$ cat config.mk
export PLATFORM = sky130hd
export DESIGN_NAME = tkm_cell
export DESIGN_NICKNAME = d
export VERILOG_FILES = /design/src/rtl/tkm_pkg.sv /design/src/rtl/tkm_cell.sv
export SDC_FILE = /design/constraint.sdc
export NUM_CORES = 1
export LEC_CHECK = 0
export BUFFER_PORTS_ARGS = -buffer_cell sky130_fd_sc_hd__buf_4
export CAP_MARGIN = 20
export CORE_MARGIN = 2
export CORE_UTILIZATION = 35
export DETAILED_ROUTE_END_ITERATION = 12
export GPL_TIMING_DRIVEN = 0
export PLACE_DENSITY = 0.65
export SYNTH_ARGS = -nofsm -noshare
export SYNTH_HDL_FRONTEND = slang
export SYNTH_SLANG_ARGS = --single-unit
$ cat constraint.sdc
create_clock -name clk -period 9.73 [get_ports clk]
set_input_delay 2.4325 -clock clk [delete_from_list [all_inputs] [get_ports clk]]
set_output_delay 2.4325 -clock clk [all_outputs]
set_load 0.01 [all_outputs]
$ cat src/rtl/tkm_pkg.sv
`default_nettype none
// ----------------------------------------------------------------------------
// tkm_pkg: shared types and constants of the top-K magnitude tracker
// Request/result structs, register indexes, slot record and magnitude helper.
// ----------------------------------------------------------------------------
package tkm_pkg;

  localparam int VALUE_W = 32;
  localparam int TAG_W   = 10;
  localparam int SLOT_W  = 6;
  localparam int MAG_W   = VALUE_W + 1;
  localparam int CFG_W   = 31;
  localparam int CFG_IDX_W = 1;

  localparam logic [CFG_IDX_W-1:0] REG_PRINT_THRESHOLD = 1'd0;
  localparam logic [CFG_IDX_W-1:0] REG_INSERT_MARGIN   = 1'd1;

  localparam logic CMD_INSERT  = 1'b0;
  localparam logic CMD_READOUT = 1'b1;

  typedef struct packed {
    logic                      cmd;
    logic signed [VALUE_W-1:0] value;
    logic [TAG_W-1:0]          row_index;
    logic [TAG_W-1:0]          col_index;
  } in_req_t;

  typedef struct packed {
    logic signed [VALUE_W-1:0] value_out;
    logic [TAG_W-1:0]          row_out;
    logic [TAG_W-1:0]          col_out;
    logic [SLOT_W-1:0]         slot;
    logic                      shown;
    logic                      last;
  } out_rsp_t;

  typedef struct packed {
    logic signed [VALUE_W-1:0] value;
    logic [TAG_W-1:0]          row;
    logic [TAG_W-1:0]          col;
  } slot_t;

  // per-cycle command to every cell of the chain
  typedef struct packed {
    logic insert;
    logic shift;
  } cell_ctl_t;

  // |v| at one extra bit so the most negative value needs no saturation
  function automatic logic [MAG_W-1:0] mag_of(input logic [VALUE_W-1:0] v);
    logic [MAG_W-1:0] ext;
    ext = {v[VALUE_W-1], v};
    return v[VALUE_W-1] ? (~ext + MAG_W'(1)) : ext;
  endfunction

endpackage
`default_nettype wire

$ cat src/rtl/tkm_cell.sv
`default_nettype none
// ----------------------------------------------------------------------------
// tkm_cell: one rank slot of the sorted chain
// Compares the broadcast candidate against its own entry, takes the candidate
// or the upper neighbor's entry on insert, and shifts toward slot 0 on readout.
// ----------------------------------------------------------------------------
module tkm_cell (
  input  logic                      clk,
  input  logic                      rst,
  input  tkm_pkg::cell_ctl_t        ctl,
  input  tkm_pkg::slot_t            cand,
  input  logic [tkm_pkg::MAG_W-1:0] cand_mag,
  input  logic [tkm_pkg::CFG_W-1:0] margin,
  input  tkm_pkg::slot_t            prev,
  input  tkm_pkg::slot_t            next,
  input  logic                      taken_in,
  output logic                      taken_out,
  output tkm_pkg::slot_t            held
);
  import tkm_pkg::*;

  logic [MAG_W-1:0] have_mag;
  logic [MAG_W:0]   diff;
  logic             win;

  assign have_mag = mag_of(held.value);
  assign diff     = {1'b0, cand_mag} - {1'b0, have_mag};
  // margin is non-negative, so diff > margin already implies cand > have
  assign win       = !diff[MAG_W] && (diff[MAG_W-1:0] > MAG_W'(margin));
  assign taken_out = taken_in || win;

  always_ff @(posedge clk) begin
    if (rst) begin
      held <= '0;
    end else if (ctl.shift) begin
      held <= next;
    end else if (ctl.insert) begin
      if (taken_in) begin
        held <= prev;
      end else if (win) begin
        held <= cand;
      end
    end
  end

endmodule
`default_nettype wire

==> results of run 1 <==
-- logic make-up after synthesis --
group | Yosys count | share of synthesized area [%]
buffers and inverters | 107 | 6.82
xor gates and xnor gates | 57 | 7.60
adders and majority gates | 66 | 12.7
other | 1 | 0.0571
AOI/OAI and AO/OA | 305 | 29.8
muxes | 54 | 8.23
and+or+nand+nor | 243 | 18.9
DFF | 52 | 15.8
-- worst min-delay path by stage --
stage,from,end,slack (ps),cells after the start
2_1_floorplan,held[0],held[0],600,3
3_3_place_gp,held[0],held[0],580,3
3_5_place_dp,held[12],held[12],590,3
4_1_cts,held[12],held[12],600,3
5_1_grt,held[14],held[14],630,3
6_report,held[2],held[2],600,3
-- placed cells by master, fill, tap and decap left out, types with 15 or more instances in the layout --
cell | synthesis | routed
nand3_1 | 18 | 18
nand2_1 | 38 | 38
xnor2_1 | 23 | 23
inv_1 | 41 | 41
o41ai_1 | 58 | 57
o21ai_0 | 78 | 75
dfxtp_1 | 52 | 52
ha_1 | 65 | 64
clkbuf_1 | 53 | 52
xor2_1 | 34 | 34
buf_4 | 0 | 276
mux2i_1 | 54 | 54
nor2_1 | 79 | 79
a21oi_1 | 95 | 95
nor2b_1 | 55 | 55
a21o_1 | 15 | 15
-- layout make-up --
type                       count  area (sq um)
inverter                      41           154
buffer                        65           290
tap                          234           293
clock buffer                   6           139
clock inverter                 2          15.0
fill                        1894          9450
multi-input combinational    726          5120
timing repair buffer         276          2070
sequential                    52          1040
-- stage by stage --
step | hold WS (ps) | cell area (sq um) | setup WS [ps]
5_1_grt | 633 | 9130 | 54.2
2_1_floorplan | 604 | 6570 | 1270
6_report | 599 | 9130 | 355
3_3_place_gp | 579 | 8920 | 76.6
4_1_cts | 599 | 9080 | 126
3_5_place_dp | 586 | 8920 | 107
-- worst register-to-register path, delay by kind of cell, from the launching register on --
family	cells	cell delay, ps
compound gates	7	2610
simple gates	7	2120
flops	1	350
fa+ha+maj	3	890
buf+inv	4	590
xor+xnor	2	260
-- power by group through the flow --
| stage | combinational [W] | sequential [W] | clock (W) |
|---|---|---|---|
| after global routing | 0.00111 | 0.000283 | 0.000198 |
| after floorplan | 0.000655 | 0.000284 | 0 |
| after detailed placement | 0.000964 | 0.000282 | 0 |
| after CTS | 0.000972 | 0.000278 | 0.000190 |
| after global placement | 0.000957 | 0.000282 | 0 |
| final | 0.000990 | 0.000278 | 0.000188 |
-- layer usage --
layer | vias to the layer above | share of wire (%)
met5 | - | 0
met4 | 0 | 2.5
met3 | 39 | 7.0
met2 | 220 | 48
met1 | 3383 | 42
li1 | 3815 | -
-- repair_timing --
action | in CTS | in global routing
resized for setup | 1 | 10
hold buffers | 0 | 0
pin swaps | 1 | 4
endpoints found under the setup margin | 1 | 1
setup buffers | 1 | 1
==> impl_metrics.env, run 1 <==
export IMPL_ys_async_sr_fraction_pct=0
export IMPL_dieArea_sq_um=19900
export IMPL_cts_root_buf="clkbuf_16"
export IMPL_clkLatencyLatePin_ps=300
export IMPL_arrival_ps=6940
export IMPL_finalNonFillerCells=1402
export IMPL_ys_seq_area_share_pct=15.8
export IMPL_pwr_share_seq_pct=19.1
export IMPL_synth_top_area_share_pct=15.8
export IMPL_yosysMostFrequentCell="a21oi_1"
export IMPL_top_usage_layer="met2"
export IMPL_fin_util_pct=49.1
export IMPL_clock_sinks=52
export IMPL_worstPathRequired_ps=7300
export IMPL_core_area_sq_um=18600
export IMPL_clk_pin_slew_ps=70
export IMPL_worst_path_buf_inv=6
export IMPL_syn2layout_area_growth_pct=38.9
export IMPL_drtAntennaViolNets=0
export IMPL_antenna_found_initial=0
export IMPL_drv_cap=0
export IMPL_rsz0062_at_grt="false"
export IMPL_dr_pass1_iters=4
export IMPL_grt_max_degree=17
export IMPL_p_sw_w=0.000663
export IMPL_slowest_delay_ps=440
export IMPL_max_clock_freq_mhz=107
export IMPL_p_total_w=0.00146
export IMPL_die_width_um=141
export IMPL_critical_path_top_delay_family="compound AO/OA/AOI/OAI gates"
export IMPL_portBuffers=274
export IMPL_diodes=0
export IMPL_cts_made_buffers=5
export IMPL_synthesis_area_sq_um=6570
export IMPL_drc_errors=0
export IMPL_grt_usage_pct=24.1
export IMPL_pwr_density_cell_nw_per_um2=160
export IMPL_synth_edf_count=0
export IMPL_p_leak_nw=4.19
export IMPL_routabilityCongestion=0.907
export IMPL_wl_per_cell_um=17.6
export IMPL_status="completed"
export IMPL_drtIter0Drc=492
export IMPL_grt_overflow_total=0
export IMPL_worst_pin_slew_ps=801
export IMPL_yosysWarnings=0
export IMPL_clock_skew_final_ps=7.97
export IMPL_rows=50
export IMPL_drive_above_1_share_pct=26.8
export IMPL_reg_top3="held x52"
export IMPL_wl_mm=24.6
export IMPL_relSlewSlack_pct=46.2
export IMPL_finalSetupTns_ps=0
export IMPL_clockPowerShare_pct=12.9
export IMPL_synth_area_per_cell_sq_um=7.42
export IMPL_cpMostUsedCell="buf_4"
export IMPL_cp_startpoint="cand_mag[0]"
export IMPL_switching_share_pct=45.5
export IMPL_ir_worst_vdd_mv=0.0983
export IMPL_met1_usage_pct=29.4
export IMPL_largest_reg_flops=52
export IMPL_avgViaCountPerCell=5.32
export IMPL_dp_cells=1393
export IMPL_critPathSlowestCell="fa_1"
export IMPL_r2r_slack_ps=2740
export IMPL_tritoncts="built"
export IMPL_synth_nets=1176
export IMPL_grt_pass1_wl_mm=38.6
export IMPL_intPower_w=0.000793
export IMPL_setup_viol=0
export IMPL_synthTopCellsByArea="dfxtp_1 (16%), ha_1 (12%), mux2i_1 (8.2%)"
export IMPL_vias=7457
export IMPL_worstReg2RegStart="held[20]"
export IMPL_regToRegEndpoint="held[51]"
export IMPL_start_util_pct=35.4
export IMPL_synth_seq_cells=52
export IMPL_endpoint_kind="primary output"
export IMPL_finalMaxSlewViolations=0
export IMPL_yosysTopAreaCell="dfxtp_1"
export IMPL_cp_num_cells=26
export IMPL_grt_use_met3_pct=5.74
export IMPL_p_comb_share_pct=68.0
export IMPL_largest_register="held"
export IMPL_crit_type="in2out"
export IMPL_hp_class="reg2reg"
export IMPL_cp_max_fo=4
export IMPL_use_met2_pct=42.0
export IMPL_ys_dominant_reg_cell="dfxtp_1"
export IMPL_period_minus_slack_ps=9380
export IMPL_die_y_um=141
export IMPL_htree_levels=2
export IMPL_grt_pass1_vias=7426
export IMPL_period_share_pct=96.4
export IMPL_start_kind="primary input"
export IMPL_synthCells=885
export IMPL_clockBufferDepth=2
export IMPL_nNetsFinal=1458
export IMPL_hold_violations=0
export IMPL_crit_end="taken_out"
export IMPL_ioPinCount=278
export IMPL_synth_cell_types=59
export IMPL_synthTopCellsByCount="a21oi_1 (95), nor2_1 (79), o21ai_0 (78)"
export IMPL_dpl_hpwl_mm=20.7
export IMPL_reg2reg_depth=23
(Power assumes the default switching activity.)
==> inputs of run 2 (changes only) <==
Settings changed: BUFFER_PORTS_ARGS -buffer_cell sky130_fd_sc_hd__buf_4 to not set, DONT_BUFFER_PORTS set to 1, PLACE_DENSITY 0.65 to 0.52.
==> impl_metrics.env, run 2 (same netlist as run 1, synthesis figures left out) <==
export IMPL_status="completed"
export IMPL_whs_ps=653
export IMPL_route_met2_wl_mm=11.7
export IMPL_grt_pass1_vias=6271
export IMPL_grt_max_degree=17
export IMPL_drv_cap=0
export IMPL_portBuffers=0
export IMPL_grt_overflow_total=0
export IMPL_diodes=0
export IMPL_clock_sinks=52
export IMPL_antenna_found_initial=0
export IMPL_cpMostUsedCell="a21oi_1"
export IMPL_finalMaxSlewViolations=0
export IMPL_worstPathRequired_ps=7300
export IMPL_hold_violations=0
export IMPL_clkLatencyLatePin_ps=300
export IMPL_routabilityCongestion=0.858
export IMPL_core_area_sq_um=18600
export IMPL_syn2layout_area_growth_pct=7.07
export IMPL_finalSetupTns_ps=0
export IMPL_grt_usage_pct=22.8
export IMPL_rsz0062_at_grt="false"
export IMPL_relSlewSlack_pct=44.2
export IMPL_drc_errors=0
export IMPL_slowest_delay_ps=430
export IMPL_tritoncts="built"
export IMPL_largest_reg_flops=52
export IMPL_setup_viol=0
export IMPL_clk_pin_slew_ps=70
export IMPL_highest_signal_layer="met4"
export IMPL_start_kind="primary input"
export IMPL_critical_path_top_delay_family="compound AO/OA/AOI/OAI gates"
export IMPL_wl_per_cell_um=21.0
export IMPL_avgViaCountPerCell=5.77
export IMPL_drive_above_1_share_pct=3.80
export IMPL_worst_path_buf_inv=3
export IMPL_crit_type="in2out"
export IMPL_reg_top3="held x52"
export IMPL_dpl_hpwl_mm=20.0
export IMPL_max_clock_freq_mhz=107
export IMPL_wl_met1_mm=9.87
export IMPL_ioPinCount=278
export IMPL_p_leak_nw=2.84
export IMPL_endpoint_kind="primary output"
export IMPL_path_cells="inv_1 -> ha_1 -> inv_1 -> fa_1 -> a211oi_1 -> nor3_1 -> o211ai_1 -> o211ai_1 -> buf_4 -> a31o_2 -> a21o_1 -> a21oi_1 -> xnor2_1 -> ha_1 -> a21oi_1 -> nor2b_1 -> o21ai_0 -> nand3_1 -> nor4_2 -> o31ai_2 -> nor2_1 -> a21oi_1 -> or2_2"
export IMPL_largest_register="held"
export IMPL_nNetsFinal=1184
export IMPL_clockBufferDepth=2
export IMPL_worst_pin_slew_ps=830
export IMPL_clock_skew_final_ps=3.67
export IMPL_cp_max_fo=3
export IMPL_period_share_pct=96.5
export IMPL_drtIter0Drc=475
export IMPL_final_common_cell="a21oi_1"
export IMPL_grt_pass1_wl_mm=35.6
export IMPL_fin_util_pct=37.9
export IMPL_route_met3_wl_mm=1.98
export IMPL_htree_levels=2
export IMPL_rows=50
export IMPL_die_width_um=141
export IMPL_pwr_density_cell_nw_per_um2=189
export IMPL_ir_worst_vdd_mv=0.0593
export IMPL_cts_made_buffers=5
export IMPL_start_util_pct=35.4
export IMPL_cts_root_buf="clkbuf_16"
export IMPL_arrival_ps=6960
export IMPL_dieArea_sq_um=19900
export IMPL_die_y_um=141
export IMPL_wl_mm=23.7
export IMPL_period_minus_slack_ps=9390
export IMPL_dr_pass1_iters=5
export IMPL_drtAntennaViolNets=0
export IMPL_hp_class="reg2reg"
export IMPL_vias=6504
export IMPL_final_cell_mix="a21oi_1 (95), nor2_1 (79), o21ai_0 (77)"
export IMPL_critPathSlowestCell="fa_1"
==> run 2: changes by cell type in the layout (fill, tap and decap cells not counted), sizes merged <==
| cell | previous run | this run |
|---|---|---|
| buf | 289 | 15 |
| clkinv | 0 | 1 |
| clkinvlp | 2 | 1 |
==> run 2: path summary, 6_finish.rpt <==
check                            startpoint   endpoint  slack [ps]  cells past startpoint
worst max-delay path            cand_mag[0]  taken_out         340                     23
worst min-delay path                held[8]    held[8]         650                      3
worst max register to register     held[20]   held[51]        2370                     25
worst min register to register      held[8]    held[8]         650                      3
==> run 2: cell type report <==
type	instances	area [sq um]
fillers	1991	11500
flip-flops and latches	52	1040
plain buffers	65	290
well taps	234	293
clock buffers	6	129
inverters	41	154
multi-input cells	726	5090
repair buffers	2	15.0
clock inverters	2	16.3
==> run 2: worst min-delay path: stages, from the launching register on <==
cell and delay, ps:
dfxtp_1 340, nor2b_1 130, o21ai_0 70, o41ai_1 70
==> run 2: layer usage <==
metal | vias up | track usage (%)
met2 | 244 | 40.7
met4 | 0 | 3.58
met3 | 16 | 6.69
li1 | 3278 | -
met5 | - | 0
met1 | 2966 | 27.7
==> run 2: metrics by stage <==
stage	instance area, sq um	instances	worst slack (ps)	total power (W)
2_1_floorplan	6570	885	1270	0.000939
3_3_place_gp	6860	1119	160	0.00113
3_5_place_dp	6860	1119	140	0.00114
4_1_cts	7010	1127	12.9	0.00132
5_1_grt	7030	1128	13.0	0.00145
6_report	7030	1128	342	0.00133
==> run 2: report_power, final <==
| group | switching [W] | internal (W) | total [W] |
|---|---|---|---|
| logic | 0.000497 | 0.000354 | 0.000850 |
| clock network | 0.0000863 | 0.0000962 | 0.000183 |
| registers | 0.0000570 | 0.000242 | 0.000299 |
==> run 2: repair_timing <==
action / 4_1_cts / 5_1_grt
setup buffers: 0 / 2
pin swaps: 0 / 1
hold buffers: 0 / 0
gates resized for setup: 2 / 2
cloned: 0 / 0
setup endpoints to repair: 1 / 1
